==> config.mk <==
export PLATFORM = sky130hd
export DESIGN_NAME = owsm_post_flat
export DESIGN_NICKNAME = d
export VERILOG_FILES = /design/src/rtl/omni_wheel_speed_mixer_assert.svh /design/src/rtl/owsm_pkg.sv /design/src/rtl/owsm_if.sv /design/src/rtl/owsm_post.sv /design/src/flat_wrapper.sv
export SDC_FILE = /design/constraint.sdc
export NUM_CORES = 2
export LEC_CHECK = 0
export ABC_AREA = 1
export ABC_CLOCK_PERIOD_IN_PS = 7650
export BUFFER_PORTS_ARGS = -buffer_cell sky130_fd_sc_hd__buf_2
export CORE_ASPECT_RATIO = 1.2
export CORE_MARGIN = 5
export CORE_UTILIZATION = 50
export CTS_BUF_LIST = sky130_fd_sc_hd__clkbuf_2 sky130_fd_sc_hd__clkbuf_4 sky130_fd_sc_hd__clkbuf_8
export CTS_CLUSTER_DIAMETER = 150
export DETAILED_ROUTE_END_ITERATION = 10
export HOLD_SLACK_MARGIN = 0.06
export PLACE_DENSITY = 0.67
export SLEW_MARGIN = 20
export SYNTH_ARGS = -nofsm -noshare
export SYNTH_HDL_FRONTEND = slang
export SYNTH_SLANG_ARGS = --single-unit
==> constraint.sdc <==
create_clock -name clk -period 7.65 [get_ports clk]
set_input_delay 0.3825 -clock clk [delete_from_list [all_inputs] [get_ports clk]]
set_output_delay 0.3825 -clock clk [all_outputs]
set_load 0.01 [all_outputs]
==> src/rtl/omni_wheel_speed_mixer_assert.svh <==
// Assertion macros for the omni-wheel speed mixer.
// Included by the RTL files that carry assertions; no other dependencies.
`ifndef OMNI_WHEEL_SPEED_MIXER_ASSERT_SVH
`define OMNI_WHEEL_SPEED_MIXER_ASSERT_SVH
`ifndef SYNTH
// a implies b in the same cycle
`define OWSM_ASSERT_NOW(label, clk, rst, a, b) \
  label: assert property (@(posedge clk) disable iff (rst) (a) |-> (b)) \
    else $error("owsm assertion failed");
// a implies b in the next cycle
`define OWSM_ASSERT_NEXT(label, clk, rst, a, b) \
  label: assert property (@(posedge clk) disable iff (rst) (a) |=> (b)) \
    else $error("owsm assertion failed");
`else
`define OWSM_ASSERT_NOW(label, clk, rst, a, b)
`define OWSM_ASSERT_NEXT(label, clk, rst, a, b)
`endif
`endif

==> src/rtl/owsm_pkg.sv <==
// Types, constants and helper functions shared by the omni-wheel mixer.
// No dependencies.
`timescale 1ns / 1ps
`default_nettype none
package owsm_pkg;

  localparam int XW           = 19;     // CORDIC x/y width, Q16 signed
  localparam int ZW           = 18;     // CORDIC residue width, turn units
  localparam int CORDIC_STEPS = 14;
  localparam int CORDIC_GAIN  = 39797;  // gain-compensated 1.0 in Q16
  localparam int ANGLE_REGS   = 6;
  localparam int SPEED_MAX    = 131071;
  localparam int SPEED_MIN    = -131072;

  // register indexes (byte address / 4)
  localparam logic [2:0] REG_WHEEL_COUNT = 3'd0;
  localparam logic [2:0] REG_ANGLE_0     = 3'd1;
  localparam logic [2:0] REG_ANGLE_5     = 3'd6;

  typedef struct packed {
    logic signed [XW-1:0] x;
    logic signed [XW-1:0] y;
    logic signed [ZW-1:0] z;
  } cordic_vec_t;

  typedef struct packed {
    logic signed [8:0]  speed;
    logic signed [16:0] rot;
    logic [2:0]         idx;
    logic               last;
    logic               hflip;
    logic               wflip;
  } side_t;

  typedef struct packed {
    cordic_vec_t hv;    // heading
    cordic_vec_t wv;    // wheel mounting angle
    side_t       side;
  } stage_t;

  function automatic logic signed [ZW-1:0] atan_turn(input int step);
    logic signed [ZW-1:0] r;
    case (step)
      0:  r = ZW'(8192);
      1:  r = ZW'(4836);
      2:  r = ZW'(2555);
      3:  r = ZW'(1297);
      4:  r = ZW'(651);
      5:  r = ZW'(326);
      6:  r = ZW'(163);
      7:  r = ZW'(81);
      8:  r = ZW'(41);
      9:  r = ZW'(20);
      10: r = ZW'(10);
      11: r = ZW'(5);
      12: r = ZW'(3);
      default: r = ZW'(1);
    endcase
    return r;
  endfunction

endpackage
`default_nettype wire

==> src/rtl/owsm_if.sv <==
// Valid/ready channels for motion commands and wheel results.
// Depends on nothing.
`timescale 1ns / 1ps
`default_nettype none


interface owsm_res_if;
  logic               valid;
  logic               ready;
  logic [2:0]         wheel_index;
  logic signed [17:0] wheel_speed;
  logic               last;
  modport source (output valid, wheel_index, wheel_speed, last, input ready);
  modport sink (input valid, wheel_index, wheel_speed, last, output ready);
endinterface
`default_nettype wire

==> src/rtl/owsm_post.sv <==
// Rounding, products, dot product with speed, rotation add and saturation.
// Depends on owsm_pkg and owsm_if.
`timescale 1ns / 1ps
`default_nettype none
module owsm_post
  import owsm_pkg::*;
#(
  parameter int TRIG_FRACTION_BITS = 14
) (
  input  wire logic   clk,
  input  wire logic   rst,
  input  wire logic   adv,
  input  wire logic   in_valid,
  input  wire stage_t in_data,
  owsm_res_if.source  res
);

  localparam int S   = 16 - TRIG_FRACTION_BITS;
  localparam int TW  = TRIG_FRACTION_BITS + 3;
  localparam int PW  = 2 * TW;
  localparam int AW  = PW + 10;
  localparam int S2  = 2 * TRIG_FRACTION_BITS - 8;
  localparam logic signed [XW+1:0] RND  = (XW + 2)'((1 << S) >> 1);
  localparam logic signed [AW-1:0] RND2 = AW'(64'sd1 <<< (S2 - 1));
  localparam logic signed [AW-1:0] HI   = AW'(SPEED_MAX);
  localparam logic signed [AW-1:0] LO   = AW'(SPEED_MIN);

  function automatic logic signed [TW-1:0] rnd_trig(input logic signed [XW-1:0] v,
                                                   input logic flip);
    logic signed [XW+1:0] t;
    t = flip ? -{{2{v[XW-1]}}, v} : {{2{v[XW-1]}}, v};
    t = t + RND;
    return t[S +: TW];
  endfunction

  // rounded trig stage
  logic                 r_valid;
  logic signed [TW-1:0] sh, ch, sq, cq;
  side_t                r_side;
  // product stage
  logic                 m_valid;
  logic signed [PW-1:0] p1, p2;
  side_t                m_side;
  // speed stage
  logic                 a_valid;
  logic signed [AW-1:0] acc;
  side_t                a_side;
  // output register
  logic                 o_valid;
  logic signed [17:0]   o_speed;
  logic [2:0]           o_idx;
  logic                 o_last;

  logic signed [PW:0]   dot;
  logic signed [AW-1:0] sum;
  logic signed [17:0]   sat;

  always_comb begin
    dot = {p1[PW-1], p1} + {p2[PW-1], p2};
    sum = ((acc + RND2) >>> S2) + AW'(a_side.rot);
    if (sum > HI) begin
      sat = 18'(SPEED_MAX);
    end else if (sum < LO) begin
      sat = 18'(SPEED_MIN);
    end else begin
      sat = sum[17:0];
    end
  end

  always_ff @(posedge clk) begin
    if (rst) begin
      r_valid <= 1'b0;
      m_valid <= 1'b0;
      a_valid <= 1'b0;
      o_valid <= 1'b0;
    end else if (adv) begin
      r_valid <= in_valid;
      m_valid <= r_valid;
      a_valid <= m_valid;
      o_valid <= a_valid;
    end
  end

  always_ff @(posedge clk) begin
    if (adv) begin
      sh      <= rnd_trig(in_data.hv.y, in_data.side.hflip);
      ch      <= rnd_trig(in_data.hv.x, in_data.side.hflip);
      sq      <= rnd_trig(in_data.wv.y, in_data.side.wflip);
      cq      <= rnd_trig(in_data.wv.x, in_data.side.wflip);
      r_side  <= in_data.side;
      p1      <= PW'(sh) * PW'(sq);
      p2      <= PW'(ch) * PW'(cq);
      m_side  <= r_side;
      acc     <= AW'(m_side.speed) * AW'(dot);
      a_side  <= m_side;
      o_speed <= sat;
      o_idx   <= a_side.idx;
      o_last  <= a_side.last;
    end
  end

  assign res.valid       = o_valid;
  assign res.wheel_speed = o_speed;
  assign res.wheel_index = o_idx;
  assign res.last        = o_last;

endmodule
`default_nettype wire
==> src/flat_wrapper.sv <==
// flat-port wrapper written by rule: the top's interface ports become plain ports
module owsm_post_flat import owsm_pkg::*;
#(
  parameter int TRIG_FRACTION_BITS = 14
)
  (clk, rst, adv, in_valid, in_data, res_valid, res_wheel_index, res_wheel_speed, res_last, res_ready);
  owsm_res_if res_i ();
  input  wire logic clk;
  input  wire logic rst;
  input  wire logic adv;
  input  wire logic in_valid;
  input  wire stage_t in_data;
  output wire logic [$bits(res_i.valid)-1:0] res_valid;
  output wire logic [$bits(res_i.wheel_index)-1:0] res_wheel_index;
  output wire logic [$bits(res_i.wheel_speed)-1:0] res_wheel_speed;
  output wire logic [$bits(res_i.last)-1:0] res_last;
  input wire logic [$bits(res_i.ready)-1:0] res_ready;
  assign res_valid = res_i.valid;
  assign res_wheel_index = res_i.wheel_index;
  assign res_wheel_speed = res_i.wheel_speed;
  assign res_last = res_i.last;
  assign res_i.ready = res_ready;
  owsm_post #(.TRIG_FRACTION_BITS(TRIG_FRACTION_BITS)) u_core (.clk(clk), .rst(rst), .adv(adv), .in_valid(in_valid), .in_data(in_data), .res(res_i));
endmodule
* Word-level counts from Yosys, hierarchy flattened
Cells that the tools add are included.
** Cells by class
- Add/subtract/negate cells :: 11
- Multiply operators :: 3
- Order comparisons :: 2
- Mux-type cells :: 5
** Operators by type and width (count)
- $add 19x3->19 const B :: 4
- $mux 19 :: 4
- $neg 19->19 :: 4
- $mul 17x17->34 :: 2
- $add 44x21->44 const B :: 1
- $gt 44x18->1 const B :: 1
- $lt 44x18->1 const B :: 1
- $mul 9x35->44 :: 1
- $add 34x34->35 :: 1
- $add 24x17->25 :: 1
- $mux 18 :: 1
** Storage, ports and cells
- Bits in registers :: 287
- Output and inout bits :: 23
- Logic and storage cells :: 46

* Longest topological paths before layout
- Depth after elaboration :: 4
- Depth in mapped cells :: 32
- Gate-level depth less buffers :: 32

* Worst setup path after synthesis
No wires, ideal clock.
- Kind :: register to register
- From :: register u_core.ch[16]
- To :: register u_core.p2[31] (data pin)
- Library setup time :: 0.259 ns
- Arrival time :: 5.804 ns
- Data required time :: 7.391 ns
- Setup slack :: 1.587 ns
- Stages on the path, launching flop included :: 22
- Path buffers :: 2
- Clock period less this slack :: 6.063 ns
- Cell sequence :: edfxtp_1 -> clkbuf_1 -> clkbuf_1 -> nand2_1 -> inv_1 -> fa_1 -> fa_1 -> inv_1 -> fa_1 -> inv_1 -> fa_1 -> fa_1 -> fa_1 -> ha_1 -> a21o_1 -> a31oi_1 -> nor2_1 -> nor2_1 -> o211ai_1 -> nand2_1 -> nand2_1 -> xor2_1
** Between the ends
- Word-level cells in the longest chain between the ends :: 1
** RTL lines
- start: declaration :: line owsm_post.sv:38 : logic signed [TW-1:0] sh, ch, sq, cq;
- start signal: assignment :: line owsm_post.sv:87 : ch <= rnd_trig(in_data.hv.x, in_data.side.hflip);
- $mul 17x17->34 :: line owsm_post.sv:92 : p2 <= PW'(ch) * PW'(cq);
- end signal: assignment :: line owsm_post.sv:92
- end: declaration :: line owsm_post.sv:42 : logic signed [PW-1:0] p1, p2;
Every way passes these cells.
A chain may end at the register's enable or synchronous reset.

* Worst setup path in the final report
- From :: register u_core.p2[5]
- To :: register u_core.acc[26] (data pin)
** Between the ends
- Word-level cells in the longest chain between the ends :: 2
** RTL lines
- $add 34x34->35 :: line owsm_post.sv:59 : dot = {p1[PW-1], p1} + {p2[PW-1], p2};
- $mul 9x35->44 :: line owsm_post.sv:94 : acc <= AW'(m_side.speed) * AW'(dot);
- end signal: assignment :: line owsm_post.sv:94
- end: declaration :: line owsm_post.sv:46 : logic signed [AW-1:0] acc;
Every way passes these cells.

==> summary.md <==
| Metric | Value |
|---|---|
| Crit-path max cell delay | 0.57 ns |
| Hold path depth | 5 |
| Worst-Skew Late Latency | 0.67 ns |
| Critical R2R Capture | u_core.acc[26] |
| HP Class | in2reg |
| PortBufs | 134 |
| First-pass DRT Iterations | 7 |
| Post-DP HPWL | 105000 µm |
| Overall Global Routing Usage | 0.243 |
| Min-Delay Endpoint | u_core.sh[15] |
| Initial Util | 0.503 |
| Synthesized instance count | 5887 |
| Relative slew margins | 0.238 |
| Yosys warnings | 0 |
| Drc violations | 0 |
| Most frequent CP cell | fa_1 |
| Avg Synthesized Cell Area | 8.26 µm² |
| Cts bufs inserted | 51 |
| Status | completed |
| Routability cong. | 0.963 |
| Core Area | 0.0967 mm² |
| Clock net sink count | 268 |
| CTS Root Cell | clkbuf_8 |
| Die width | 295 µm |
| Register area share after synthesis | 0.165 |
| Post-synth EDFFs | 264 |
| Vias | 37641 |
| Final worst path period need | 6.99 ns |
| Max Cap Viol | 0 |
| WS Path Type | reg2reg |
| Mapped cell area | 0.0486 mm² |
| Synth cell types | 58 |
| Filler cells | 9186 |
| Least-Margin Pin Slew | 1.14 ns |
| Crit path cell chain | ha_1, a21oi_1, o21ai_0, a21oi_1, inv_1, nand3_1, nand2_1, xor2_1, inv_1, nand2_1, fa_1, inv_1, fa_1, fa_1, fa_1, ha_1, ha_1, a21o_1, a31oi_1, o21ai_0, a21oi_1, o21ai_0, buf_4, xor2_1 |
| Die Span Y | 352 µm |
| Maximum clock path buffer count | 3 |
| Routed WL | 124000 µm |
| Ys flop type | edfxtp_1 |
| Row count | 125 |
| Worst r2r path cells | 24 |
| Fin Hold WS | 0.161 ns |
| Hold Violations, Final | 0 |
| RSZ-0062 raised after global routing | no |
| Largest net degree at the start of global routing | 158 |
| DRT antenna net count | 0 |
| Fmax | 143 MHz |
| Area occupied by multi-input gates | 0.0346 mm² |
| Synth Net Count | 7203 |
| Worst endpoint data arrival time | 7.40 ns |
| Setup Total Neg Slack | 0 ns |
| PostCTS Resize Cnt | 0 |
| CP max stage cell | fa_1 |
| Via density | 5.16 |
| Reg area | 0.00801 mm² |
| Worst Setup Start Kind | register |
| #FFs+latches synth | 268 |
| Die Footprint | 0.104 mm² |
| WL per Instance | 17.0 µm |
| Clk pin slew, worst setup/hold paths | 0.06 ns |
| CP Data Required Time | 8.07 ns |
| Fraction of layout cells with a size suffix above 1 | 0.0626 |
| Nets | 7299 |
| Vias in the first global route | 40328 |
| Clock Skews | 0.0729 ns |
| Min-delay src | in_data[123] |
| Synth async-reset ratio | 0 |
| Area growth from synthesis to layout | 6.88% |
| Final Slew Violations | 0 |
| Final worst slack | 0.664 ns |
| Worst r2r src | u_core.p2[5] |
| CP Capture Type | register |
| Initial antenna violation count | 1 |
| H-tree levels | 2 |
| Final Setup Violations | 0 |
| Crit Path Max Fanout | 6 |
| CTS tree | yes |
| I/O pins | 172 |
| Pre-CTS setup slack | 0.745 ns |
| GRT overflow | 0 |
| DRT iter0 DRCs | 2213 |
| Final Cycle Share | 0.913 |
| R2R setup slack | 0.66 ns |
| First-pass GRT wire length | 203000 µm |
## cells in the final DEF, fill, tap and decap left out, drive strengths merged, types with 2 or more instances in the layout
master	n
clkbuf	62
a211oi	3
a21oi	161
o21bai	21
clkinv	27
nor4	16
o21a	8
o211ai	7
a31oi	20
o21ai	128
a21o	22
a21boi	7
buf	187
nor2	461
dlygate4sd3	32
or2	35
bufinv	2
o31ai	2
nor3b	4
nand2	1434
ha	322
nor3	43
diode	2
dfxtp	4
nand3	142
xor2	192
and3	2
a221oi	4
nand3b	7
a31o	2
inv	1411
nand4	63
xnor2	73
clkinvlp	6
edfxtp	264
fa	845
## state kept, by name, summed over array words and instances, names as in the netlist
signal	count
u_core.m_side	30
u_core.sh	17
u_core.acc	25
u_core.sq	17
u_core.ch	17
u_core.p2	34
u_core.res.wheel_index	3
u_core.res.last	1
u_core.a_valid	1
u_core.p1	34
u_core.a_side	21
u_core.r_side	30
u_core.cq	17
u_core.res.valid	1
u_core.m_valid	1
u_core.r_valid	1
u_core.res.wheel_speed	18
## worst max-delay path by stage
stage	start	endpoint	slack (ns)
after floorplan	u_core.ch[16]	u_core.p2[31]	1.59
after global placement	u_core.p2[2]	u_core.acc[43]	0.79
after detailed placement	u_core.p2[0]	u_core.acc[43]	0.75
after CTS	u_core.p2[5]	u_core.acc[43]	0.75
after global routing	u_core.p2[5]	u_core.acc[43]	0.35
final	u_core.p2[5]	u_core.acc[26]	0.66
## stage by stage
step                area [µm²]  cells  utilization
floorplan                48600   5887            -
detailed placement       50600   7168        0.524
global route             52000   7297        0.538
CTS                      52000   7296        0.538
finish                   52000   7298        0.538
global placement         50600   7168        0.524
## Yosys cell counts, drive strengths merged (3+ instances only)
cell type,n,area [µm²]
clkbuf,166,623
a221oi,4,35.0
o21ai,128,659
buf,10,77.6
fa,845,16900
o211ai,7,52.6
a21o,22,165
nand2,1434,5400
a21oi,161,806
a31oi,20,125
xor2,192,1730
inv,1408,5290
o21a,8,60.1
xnor2,73,639
nor4,16,136
nand3,142,753
clkinv,4,15.0
a211oi,3,22.5
o21bai,21,169
nor2,461,1820
nor3b,4,40.0
nor3,43,215
ha,322,4030
a21boi,7,60.1
nand4,63,400
edfxtp,264,7930
nand3b,7,52.6
or2,35,219
dfxtp,4,80.1
## critical path: cells and delay by family (launching register included)
kind	cells	cell delay, ns
AOI/OAI and AO/OA	8	1.66
xor gates and xnor gates	2	0.88
adders and majority gates	7	2.90
buffers and inverters	4	0.60
DFF	1	0.39
and+or+nand+nor	3	0.30
## metal layers
layer  GRT usage  vias to the layer above  wire, µm
met1       0.277                    18506     46200
met5           0                        -         0
met4      0.0949                        0      5670
met3      0.0239                      319      5360
li1            -                    17785         -
met2       0.468                     1031     66500
## area by class of cell
class / instances / share of cell area
clock inverters: 34 / 0.00481
well taps: 1270 / 0.0306
clock buffers: 62 / 0.0152
multi-input cells: 4031 / 0.666
flip-flops and latches: 268 / 0.154
diodes: 2 / 0.0000963
inverters: 1412 / 0.102
repair buffers: 219 / 0.0271
## timing repair
item / CTS / global route
hold endpoints to repair: 34 / 0
hold buffers: 32 / 0
buffers inserted: 0 / 0
## kinds of logic after synthesis
group,share of synthesized area
AO/OA/AOI/OAI,0.0464
buffers and inverters,0.123
flip-flops,0.165
XOR/XNOR,0.0488
AND/OR/NAND/NOR,0.186
adder cells (fa/ha/maj),0.431
Power is not shown: default switching activity piles up to over one toggle a cycle in this logic, so the estimate is an artifact.
