**src/rtl/omni_wheel_speed_mixer_assert.svh**
```systemverilog
// Assertion macros for the omni-wheel speed mixer.
// Included by the RTL files that carry assertions; no other dependencies.
`ifndef OMNI_WHEEL_SPEED_MIXER_ASSERT_SVH
`define OMNI_WHEEL_SPEED_MIXER_ASSERT_SVH
`ifndef SYNTH
// a implies b in the same cycle
`define OWSM_ASSERT_NOW(label, clk, rst, a, b) \
  label: assert property (@(posedge clk) disable iff (rst) (a) |-> (b)) \
    else $error("owsm assertion failed");
// a implies b in the next cycle
`define OWSM_ASSERT_NEXT(label, clk, rst, a, b) \
  label: assert property (@(posedge clk) disable iff (rst) (a) |=> (b)) \
    else $error("owsm assertion failed");
`else
`define OWSM_ASSERT_NOW(label, clk, rst, a, b)
`define OWSM_ASSERT_NEXT(label, clk, rst, a, b)
`endif
`endif

```
**src/rtl/owsm_pkg.sv**
```systemverilog
// Types, constants and helper functions shared by the omni-wheel mixer.
// No dependencies.
`timescale 1ns / 1ps
`default_nettype none
package owsm_pkg;

  localparam int XW           = 19;     // CORDIC x/y width, Q16 signed
  localparam int ZW           = 18;     // CORDIC residue width, turn units
  localparam int CORDIC_STEPS = 14;
  localparam int CORDIC_GAIN  = 39797;  // gain-compensated 1.0 in Q16
  localparam int ANGLE_REGS   = 6;
  localparam int SPEED_MAX    = 131071;
  localparam int SPEED_MIN    = -131072;

  // register indexes (byte address / 4)
  localparam logic [2:0] REG_WHEEL_COUNT = 3'd0;
  localparam logic [2:0] REG_ANGLE_0     = 3'd1;
  localparam logic [2:0] REG_ANGLE_5     = 3'd6;

  typedef struct packed {
    logic signed [XW-1:0] x;
    logic signed [XW-1:0] y;
    logic signed [ZW-1:0] z;
  } cordic_vec_t;

  typedef struct packed {
    logic signed [8:0]  speed;
    logic signed [16:0] rot;
    logic [2:0]         idx;
    logic               last;
    logic               hflip;
    logic               wflip;
  } side_t;

  typedef struct packed {
    cordic_vec_t hv;    // heading
    cordic_vec_t wv;    // wheel mounting angle
    side_t       side;
  } stage_t;

  function automatic logic signed [ZW-1:0] atan_turn(input int step);
    logic signed [ZW-1:0] r;
    case (step)
      0:  r = ZW'(8192);
      1:  r = ZW'(4836);
      2:  r = ZW'(2555);
      3:  r = ZW'(1297);
      4:  r = ZW'(651);
      5:  r = ZW'(326);
      6:  r = ZW'(163);
      7:  r = ZW'(81);
      8:  r = ZW'(41);
      9:  r = ZW'(20);
      10: r = ZW'(10);
      11: r = ZW'(5);
      12: r = ZW'(3);
      default: r = ZW'(1);
    endcase
    return r;
  endfunction

endpackage
`default_nettype wire

```
**src/rtl/owsm_cordic_cell.sv**
```systemverilog
// One CORDIC rotation step applied to the heading and wheel-angle vectors.
// Depends on owsm_pkg.
`timescale 1ns / 1ps
`default_nettype none
module owsm_cordic_cell
  import owsm_pkg::*;
#(
  parameter int STEP = 0
) (
  input  wire logic   clk,
  input  wire logic   rst,
  input  wire logic   adv,
  input  wire logic   in_valid,
  input  wire stage_t in_data,
  output logic        out_valid,
  output stage_t      out_data
);

  localparam logic signed [ZW-1:0] ATAN = atan_turn(STEP);

  function automatic cordic_vec_t rotate(input cordic_vec_t v);
    cordic_vec_t r;
    logic signed [XW-1:0] xs, ys;
    xs = v.x >>> STEP;
    ys = v.y >>> STEP;
    if (!v.z[ZW-1]) begin
      r.x = v.x - ys;
      r.y = v.y + xs;
      r.z = v.z - ATAN;
    end else begin
      r.x = v.x + ys;
      r.y = v.y - xs;
      r.z = v.z + ATAN;
    end
    return r;
  endfunction

  always_ff @(posedge clk) begin
    if (rst) begin
      out_valid <= 1'b0;
    end else if (adv) begin
      out_valid <= in_valid;
    end
  end

  always_ff @(posedge clk) begin
    if (adv) begin
      out_data.hv   <= rotate(in_data.hv);
      out_data.wv   <= rotate(in_data.wv);
      out_data.side <= in_data.side;
    end
  end

endmodule
`default_nettype wire

```
**config.mk**
```make
export PLATFORM = sky130hd
export DESIGN_NAME = owsm_cordic_cell
export DESIGN_NICKNAME = d
export VERILOG_FILES = /design/src/rtl/omni_wheel_speed_mixer_assert.svh /design/src/rtl/owsm_pkg.sv /design/src/rtl/owsm_cordic_cell.sv
export SDC_FILE = /design/constraint.sdc
export NUM_CORES = 1
export LEC_CHECK = 0
export BUFFER_PORTS_ARGS = -buffer_cell sky130_fd_sc_hd__buf_4
export CORE_MARGIN = 2
export CORE_UTILIZATION = 45
export DETAILED_ROUTE_END_ITERATION = 10
export MAX_ROUTING_LAYER = met4
export PLACE_DENSITY = 0.74
export SYNTH_ARGS = -nofsm -noshare
export SYNTH_HDL_FRONTEND = slang
export SYNTH_SLANG_ARGS = --single-unit
```
**constraint.sdc**
```tcl
create_clock -name clk -period 3.6 [get_ports clk]
set_input_delay 0.72 -clock clk [delete_from_list [all_inputs] [get_ports clk]]
set_output_delay 0.72 -clock clk [all_outputs]
set_load 0.02 [all_outputs]
```
# Word-level counts from Yosys, hierarchy flattened
# Cells that the tools add are included.
dict set report word_totals {
  out_inout_bits 145
  reg_bits 145
  wordCells 25
  input_bits 148
}
dict set report op_classes {
  muxes 2
  addsub 10
}
# cell count
set ops {}
lappend ops {{56-bit 2-to-1 mux} 2}
lappend ops {{19-bit subtractor} 4}
lappend ops {{19-bit adder} 2}
lappend ops {{18-bit by 15-bit adder with 18-bit output (second input constant)} 2}
lappend ops {{18-bit by 15-bit subtractor with 18-bit output (second input constant)} 2}

# Depth between registers and ports, before layout
# Gate-level depths: netlist of the first run.
dict set report depth {
  word_depth 2
  mapped_depth 10
  mapped_depth_nobuf 10
}

# Worst setup path before layout of the first run
# OpenSTA, ideal clock, no wires.
dict set report synth_timing {
  path_type {input-to-reg}
  from {in in_data[116] (netlist bit)}
  to {reg out_data[124] (netlist bit) (data pin)}
  n_path_buf 0
  path_slack_ps 528
  stages 8
  t_required_ps 3336
  setup_time_ps 264
  t_arrival_ps 2808
  cell_sequence {inv_1 > ha_1 > or3_1 > or4_1 > or2_1 > o311a_1 > o32ai_2 > xnor2_1}
}
dict set report synth_between {
  elab_chain_len 2
}
# element line_no
set synth_rtl {}
lappend synth_rtl {{start, declared} owsm_cordic_cell.sv:14} ;# input wire stage_t in_data,
lappend synth_rtl {{19-bit adder or 19-bit subtractor (tied branches)} {owsm_cordic_cell.sv:28, owsm_cordic_cell.sv:32}}
lappend synth_rtl {{56-bit 2-to-1 mux (*)} owsm_cordic_cell.sv:26} ;# if (!v.z[ZW-1]) begin
lappend synth_rtl {{end, declared} owsm_cordic_cell.sv:16} ;# output stage_t out_data
# Every way passes the cells marked *; elsewhere a longest branch is shown, timed or not.
# A chain may end at the register's enable or synchronous reset.

# Worst setup path in the final report of the first run
dict set report layout_timing {
  from {in in_data[106] (netlist bit)}
  to {reg out_data[120] (netlist bit) (data pin)}
}
# The elaborated chain is that of the path after synthesis.

==> results of run 1 <==
## worst max-delay path by stage
stage | end | from | slack [ns] | depth (start not counted)
after floorplan | out_data[124] | in_data[116] | 0.53 | 8
after global placement | out_data[120] | in_data[106] | 0.26 | 10
after detailed placement | out_data[120] | in_data[106] | 0.25 | 10
after CTS | out_data[120] | in_data[106] | 0.69 | 10
after global routing | out_data[87] | in_data[50] | 0.45 | 10
final | out_data[120] | in_data[106] | 0.67 | 10
## stage by stage
step / setup WS, ns / utilization [%] / hold WS (ns)
floorplan: 0.5281 / - / 0.5788
global placement: 0.2566 / 57.09 / 0.4768
detailed placement: 0.2469 / 57.09 / 0.4954
CTS: 0.6912 / 59.83 / 0.4324
global route: 0.4524 / 59.83 / 0.4375
finish: 0.6674 / 59.83 / 0.4586
## cell usage in the layout, fill, tap and decap left out, types with 14 or more instances in the layout
cell,netlist,layout
sky130_fd_sc_hd__nor2_1,66,66
sky130_fd_sc_hd__clkbuf_16,0,17
sky130_fd_sc_hd__nor2b_1,15,15
sky130_fd_sc_hd__inv_1,115,115
sky130_fd_sc_hd__edfxtp_1,142,142
sky130_fd_sc_hd__o211ai_1,14,14
sky130_fd_sc_hd__o31ai_1,16,16
sky130_fd_sc_hd__buf_4,2,322
sky130_fd_sc_hd__o21ai_0,60,60
sky130_fd_sc_hd__a21o_1,26,26
sky130_fd_sc_hd__ha_1,114,114
sky130_fd_sc_hd__nor3_1,16,16
sky130_fd_sc_hd__nand2_1,44,44
sky130_fd_sc_hd__xnor2_1,63,63
sky130_fd_sc_hd__a21oi_1,109,109
## cells by family after synthesis
| kind of cell | after synthesis |
|---|---|
| AO/OA/AOI/OAI | 324 |
| XOR/XNOR | 73 |
| adder cells (fa/ha/maj) | 122 |
| buffers and inverters | 162 |
| flip-flops | 143 |
| multiplexers | 12 |
| AND/OR/NAND/NOR | 189 |
## worst reg2reg max path, cell delays in order, from the launching register on
cell and delay [ns]:
sky130_fd_sc_hd__dfxtp_1 0.31, sky130_fd_sc_hd__mux2i_1 0.12, sky130_fd_sc_hd__nor2_1 0.05
## cell usage after synthesis, drive strengths merged (3+ instances only)
cell type  instances
and3               4
a21oi            109
o31ai             17
ha               114
a211oi            12
nand2             44
or3                6
nor4               3
edfxtp           142
nand4             10
nand3              9
o21a               6
mux2i             12
xor2              10
o221ai             6
nor3              16
o31a               3
o41ai              3
o311ai             6
a31oi             12
inv              116
fa                 8
clkbuf            33
o21ai             60
nor2              66
a21o              26
a221oi             3
o211ai            14
a211o              6
xnor2             63
a311oi             6
a21boi             3
o21bai             5
buf               13
nand2b             7
nor2b             15
o22ai              4
## state kept, by name, summed over array words and instances (netlist names)
signal and cells:
out_data 142, out_valid 1
## cell type report
cell class	instances	area, um^2
fillers	1915	9040
multi-input cells	720	5321
flip-flops and latches	143	4284
repair buffers	324	2449
inverters	116	435.4
clock buffers	17	425.4
well taps	285	356.6
clock inverters	15	191.4
## metal layers
metal	vias up	wire length, um	share of wire [%]	track usage [%]
li1	4301	-	-	-
met1	4217	11100	38	27.44
met2	406	14990	52	43.13
met3	63	2079	7.1	5.071
met4	0	936	3.2	10.49
met5	-	0	0	-
## power groups by stage
stage / combinational, mW / sequential, mW / clock, mW
6_report: 1.88 / 2.18 / 1.77
5_1_grt: 2.03 / 2.20 / 1.88
4_1_cts: 1.88 / 2.18 / 1.81
3_5_place_dp: 1.87 / 2.22 / 0
3_3_place_gp: 1.85 / 2.21 / 0
2_1_floorplan: 0.798 / 2.48 / 0
==> results.md, run 1 <==
| Quantity | This run | Unit |
|:---|:---|:---|
| Summed negative setup slack over all endpoints | 0 | ns |
| Number of vias per cell after detailed routing | 5.548 | - |
| Share of cell area taken by muxes after synthesis | 1.175 | % |
| Biggest cell delay along the critical path | 0.48 | ns |
| Number of detailed-routing iterations run before antenna repair | 5 | - |
| Cell Int Power | 3.841 | mW |
| Syn Nets | 1295 | - |
| Vias in the first global route | 8729 | - |
| Highest clock frequency the design can meet | 341.0 | MHz |
| Post-synthesis cell type count | 62 | - |
| Hold Path Depth | 2 | - |
| Share of the clock period used by the worst path | 81.46 | % |
| Inst Count DP | 1588 | - |
| Critical path required time | 3.77 | ns |
| Synthesized area per cell | 9.974 | um^2 |
| Reg power frac | 37.4 | % |
| Worst-path cell chain | buf_4 > ha_1 > fa_1 > nor3b_1 > o31a_1 > o311ai_0 > and3_1 > o31a_1 > o21ai_0 > xnor2_1 | - |
| Warnings from Yosys | 0 | - |
| Worst slew pin tran | 0.6216 | ns |
| Post-synthesis xor/xnor area fraction | 6.254 | % |
| Area growth from synthesis to layout | 31.69 | % |
| Count of final hold-check violations | 0 | - |
| Switching power of the nets | 1.988 | mW |
| Beginning of the worst register-to-register path | out_valid | - |
| H-tree depth reported by CTS | 4 | - |
| FP Rows | 55 | - |
| Dominant delay contributor by cell family on the critical path | compound AO/OA/AOI/OAI gates | - |
| Residual DRC | 0 | - |
| Most frequently used flop master after synthesis | sky130_fd_sc_hd__edfxtp_1 | - |
| Post-cts hold buffer count | 0 | - |
| Total gr overflow | 0 | - |
| Path depth of the worst reg2reg path | 2 | - |
| FF+latch count, synth | 143 | - |
| Reg-to-reg endpoint | out_valid | - |
| Crit path top cell by count | sky130_fd_sc_hd__o31a_1 | - |
| Number of buffer cells added on primary ports | 292 | - |
| Switching power as a share of total power | 34.11 | % |
| Worst slew margin relative to its limit | 58.02 | % |
| Chip Height | 154.7 | um |
| Share of flip-flops with an asynchronous set or reset | 0 | % |
| Part of the total power dissipated in the clock network | 30.3 | % |
| R2R setup slack | 3.02 | ns |
| Clk_lat worst skew | 0.41 | ns |
| Portion of the post-synthesis area used by sequential elements | 41.90 | % |
| Post-detail-place hpwl | 23120 | um |
| Yosys top cell area share | 41.71 | % |
| Static leakage power | 6.048 | nW |
| Post-synthesis share of cell area spent on full adders, half adders and majority gates | 15.52 | % |
| Placed cell area | 12850 | um^2 |
| Dominant combinational cell family by area after synthesis | compound AO/OA/AOI/OAI gates | - |
| Leading cell types by total area after synthesis | sky130_fd_sc_hd__edfxtp_1, sky130_fd_sc_hd__ha_1, sky130_fd_sc_hd__xnor2_1, sky130_fd_sc_hd__a21oi_1, sky130_fd_sc_hd__inv_1 | - |
| Total non-filler cell area in the finished layout | 13460 | um^2 |
| Core Footprint | 22500 | um^2 |
| Maximum clock path buffer count | 2 | - |
| Final Non-Filler Cells | 1620 | - |
| Number of maximum-capacitance constraint violations | 0 | - |
| Min-Delay Startpoint | rst | - |
| Number of buffers created by CTS | 17 | - |
| Total Routed Length | 29110 | um |
| Layout Skew | 0 | ns |
| Pin count of the biggest net entering global routing | 56 | - |
| Number of flops mapped to enable cells by yosys | 142 | - |
| RSZ-0062 raised after global routing | no | - |
| Final layout net count | 1592 | - |
| Count of pins on the block boundary | 293 | - |
| Count of vias placed by the detailed router | 8987 | - |
| Power, Total | 5.829 | mW |
| Clock sink count | 143 | - |
| Total global-route track usage | 24.68 | % |
| Number of endpoints failing setup at the final stage | 0 | - |
| Clock-pin slew on the worst setup and hold paths | 0.07 | ns |
| Status | complete, no violations | - |
| Initial core utilization | 45.43 | % |
| Antenna viol nets, final | 0 | - |
| Maximum vdd drop | 0.0002545 | V |
| CP endpoint kind | flop | - |
| Die Area | 23940 | um^2 |
| Synthesized-area fraction occupied by and/or/nand/nor cells | 8.665 | % |
| Hold Path End | out_valid | - |
| Setup Buffers After CTS | 0 | - |
| Comb pwr share | 32.3 | % |
| Critical path's slowest cell | sky130_fd_sc_hd__o311ai_0 | - |
| Initial antenna violation count | 0 | - |
| Post-synthesis cell type with the largest combined area | sky130_fd_sc_hd__edfxtp_1 | - |
| Clock tree from TritonCTS | built | - |
| Worst EP arrival | 3.10 | ns |
| Class of the tightest hold or removal check | in -> reg | - |
| Type of the worst setup path | in -> reg | - |
| CP Buf/Inv Count | 1 | - |
| Die extent in x | 154.7 | um |
| Fraction of layout instances using a drive strength above 1 | 27.12 | % |
| Number of DRC violations after detailed-routing iteration 0 | 625 | - |
| Final Max Slew Viols | 0 | - |
| Number of resized instances in the post-cts repair step | 0 | - |
| Routed wire per std cell | 17.97 | um |
| Global-route wire length before repair | 45420 | um |
| Clock tree root driver cell | sky130_fd_sc_hd__clkbuf_16 | - |
| Power per standard cell area | 433.0 | nW/um^2 |
| Count of mapped cells out of synthesis | 1025 | - |
| Compound-cell area share of the yosys netlist | 20.44 | % |
| Worst setup SP type | input pin | - |
| Final worst path period need | 2.933 | ns |
| Netlist area before placement | 10220 | um^2 |
| Final Wtd Congestion | 0.9887 | - |
| Largest fanout on the critical path | 3 | - |
| # diodes | 0 | - |
Note: power is estimated with default switching activity, not from simulation.
==> run 2, diff against run 1 <==
==> constraint.sdc (replaced) <==
create_clock -name clk -period 2.9 [get_ports clk]
set_input_delay 0.58 -clock clk [delete_from_list [all_inputs] [get_ports clk]]
set_output_delay 0.58 -clock clk [all_outputs]
set_load 0.02 [all_outputs]
==> results.md, run 2 (synthesis results as in run 1) <==
| Quantity | This run | Unit |
|:---|:---|:---|
| Reg power frac | 36.1 | % |
| Part of the total power dissipated in the clock network | 29.5 | % |
| Final Max Slew Viols | 0 | - |
| Routed wire per std cell | 17.68 | um |
| Number of maximum-capacitance constraint violations | 0 | - |
| Final layout net count | 1714 | - |
| Number of detailed-routing iterations run before antenna repair | 5 | - |
| Top Registers | out_data x142, out_valid x1 | - |
| Clock tree root driver cell | sky130_fd_sc_hd__clkbuf_16 | - |
| Initial antenna violation count | 0 | - |
| Class of the tightest hold or removal check | in -> reg | - |
| Number of vias per cell after detailed routing | 5.392 | - |
| Most flop-heavy register | out_data | - |
| Area growth from synthesis to layout | 41.08 | % |
| Worst EP arrival | 2.89 | ns |
| Die Area | 23940 | um^2 |
| Core Footprint | 22500 | um^2 |
| Switching power of the nets | 2.546 | mW |
| Largest fanout on the critical path | 3 | - |
| # diodes | 0 | - |
| Most frequent standard cell in the layout excluding fill and tap cells | sky130_fd_sc_hd__buf_4 | - |
| Leading cell types in the layout, fill and taps excluded | sky130_fd_sc_hd__buf_4, sky130_fd_sc_hd__edfxtp_1, sky130_fd_sc_hd__inv_1 | - |
| Cell Int Power | 4.951 | mW |
| Final Wtd Congestion | 0.9300 | - |
| Antenna viol nets, final | 0 | - |
| Summed negative setup slack over all endpoints | 0 | ns |
| RSZ-0062 raised after global routing | no | - |
| Chip Height | 154.7 | um |
| Layout Skew | 0 | ns |
| Power per standard cell area | 519.8 | nW/um^2 |
| Residual DRC | 0 | - |
| Pin count of the biggest net entering global routing | 57 | - |
| Clock sink count | 143 | - |
| Power, Total | 7.497 | mW |
| Total global-route track usage | 25.74 | % |
| Inst Count DP | 1710 | - |
| CP endpoint kind | flop | - |
| Worst slew margin relative to its limit | 56.53 | % |
| Initial core utilization | 45.43 | % |
| Total Routed Length | 30800 | um |
| Worst slew pin tran | 0.6513 | ns |
| Vias in the first global route | 9095 | - |
| H-tree depth reported by CTS | 4 | - |
| Final worst path period need | 2.728 | ns |
| Number of buffers created by CTS | 17 | - |
| Post-detail-place hpwl | 24830 | um |
| Post-cts hold buffer count | 0 | - |
| Worst setup SP type | input pin | - |
| Clk_lat worst skew | 0.41 | ns |
| Count of vias placed by the detailed router | 9392 | - |
| Type of the worst setup path | in -> reg | - |
| Number of buffer cells added on primary ports | 292 | - |
| Global-route wire length before repair | 47290 | um |
| Clock tree from TritonCTS | built | - |
| Comb pwr share | 34.3 | % |
| Maximum vdd drop | 0.0003714 | V |
| Number of DRC violations after detailed-routing iteration 0 | 711 | - |
| Final Non-Filler Cells | 1742 | - |
| Status | complete, no violations | - |
| Critical path required time | 3.07 | ns |
| Switching power as a share of total power | 33.96 | % |
| Number of endpoints failing setup at the final stage | 0 | - |
| Clock-pin slew on the worst setup and hold paths | 0.07 | ns |
| Flip-flop count of the largest register, all copies and words added | 142 | - |
| Highest clock frequency the design can meet | 366.6 | MHz |
| Total gr overflow | 0 | - |
| Share of the clock period used by the worst path | 94.06 | % |
| Die extent in x | 154.7 | um |
| Static leakage power | 6.653 | nW |
| Maximum clock path buffer count | 2 | - |
| Fraction of layout instances using a drive strength above 1 | 33.29 | % |
| Count of final hold-check violations | 0 | - |
| FP Rows | 55 | - |
| Count of pins on the block boundary | 293 | - |
-- run 2: changes by cell type in the layout (fill, tap and decap cells not counted), sizes merged --
cell and delta:
inv +2, clkinvlp -2, buf +122
-- run 2: timing repair --
item / CTS / global route
resized for setup: 0 / 1
setup endpoints to repair: 0 / 2
buffers inserted: 0 / 0
-- run 2: power by group through the flow --
| stage | Combinational (mW) | Clock, mW | Sequential [mW] |
|---|---|---|---|
| 2_1_floorplan | 0.992 | 0 | 3.08 |
| 3_3_place_gp | 2.52 | 0 | 2.75 |
| 3_5_place_dp | 2.55 | 0 | 2.75 |
| 4_1_cts | 2.56 | 2.26 | 2.71 |
| 5_1_grt | 2.76 | 2.33 | 2.73 |
| 6_report | 2.57 | 2.22 | 2.71 |
-- run 2: worst paths after layout --
check | startpoint | endpoint | slack, ns | cells past startpoint
max | in_data[106] | out_data[120] | 0.17 | 11
max reg2reg | out_valid | out_valid | 2.31 | 2
min | rst | out_valid | 0.32 | 2
min reg2reg | out_valid | out_valid | 0.51 | 2
-- run 2: cell type report --
| type | instances | area (um^2) |
|---|---|---|
| fillers | 1851 | 8079 |
| multi-input cells | 720 | 5334 |
| flip-flops and latches | 143 | 4284 |
| repair buffers | 446 | 3402 |
| inverters | 116 | 435.4 |
| clock buffers | 17 | 425.4 |
| well taps | 285 | 356.6 |
| clock inverters | 15 | 186.4 |
-- run 2: layer usage --
layer	GRT usage [%]	wire, um	vias up
met5	-	0	-
met4	8.598	766	0
met3	3.783	1705	51
met2	46.11	16030	357
met1	29.60	12300	4436
li1	-	-	4548
-- run 2: worst max-delay path, stage by stage --
cell and delay [ns]:
sky130_fd_sc_hd__buf_4 0.12, sky130_fd_sc_hd__ha_1 0.21, sky130_fd_sc_hd__fa_1 0.40, sky130_fd_sc_hd__nor3b_1 0.17, sky130_fd_sc_hd__o31a_1 0.27, sky130_fd_sc_hd__o311ai_0 0.31, sky130_fd_sc_hd__buf_4 0.18, sky130_fd_sc_hd__and3_1 0.24
sky130_fd_sc_hd__o31a_1 0.16, sky130_fd_sc_hd__o21ai_0 0.10, sky130_fd_sc_hd__xnor2_1 0.15
-- run 2: metrics by stage --
step | worst slack, ns | util [%] | instance area [um^2] | hold slack [ns]
2_1_floorplan | 0.009570 | - | 10240 | 0.5788
3_3_place_gp | -0.2281 | 61.38 | 13810 | 0.4774
3_5_place_dp | -0.2947 | 61.38 | 13810 | 0.4953
4_1_cts | 0.1629 | 64.10 | 14420 | 0.2969
5_1_grt | 0.01710 | 64.10 | 14420 | 0.2954
6_report | 0.1722 | 64.10 | 14420 | 0.3150
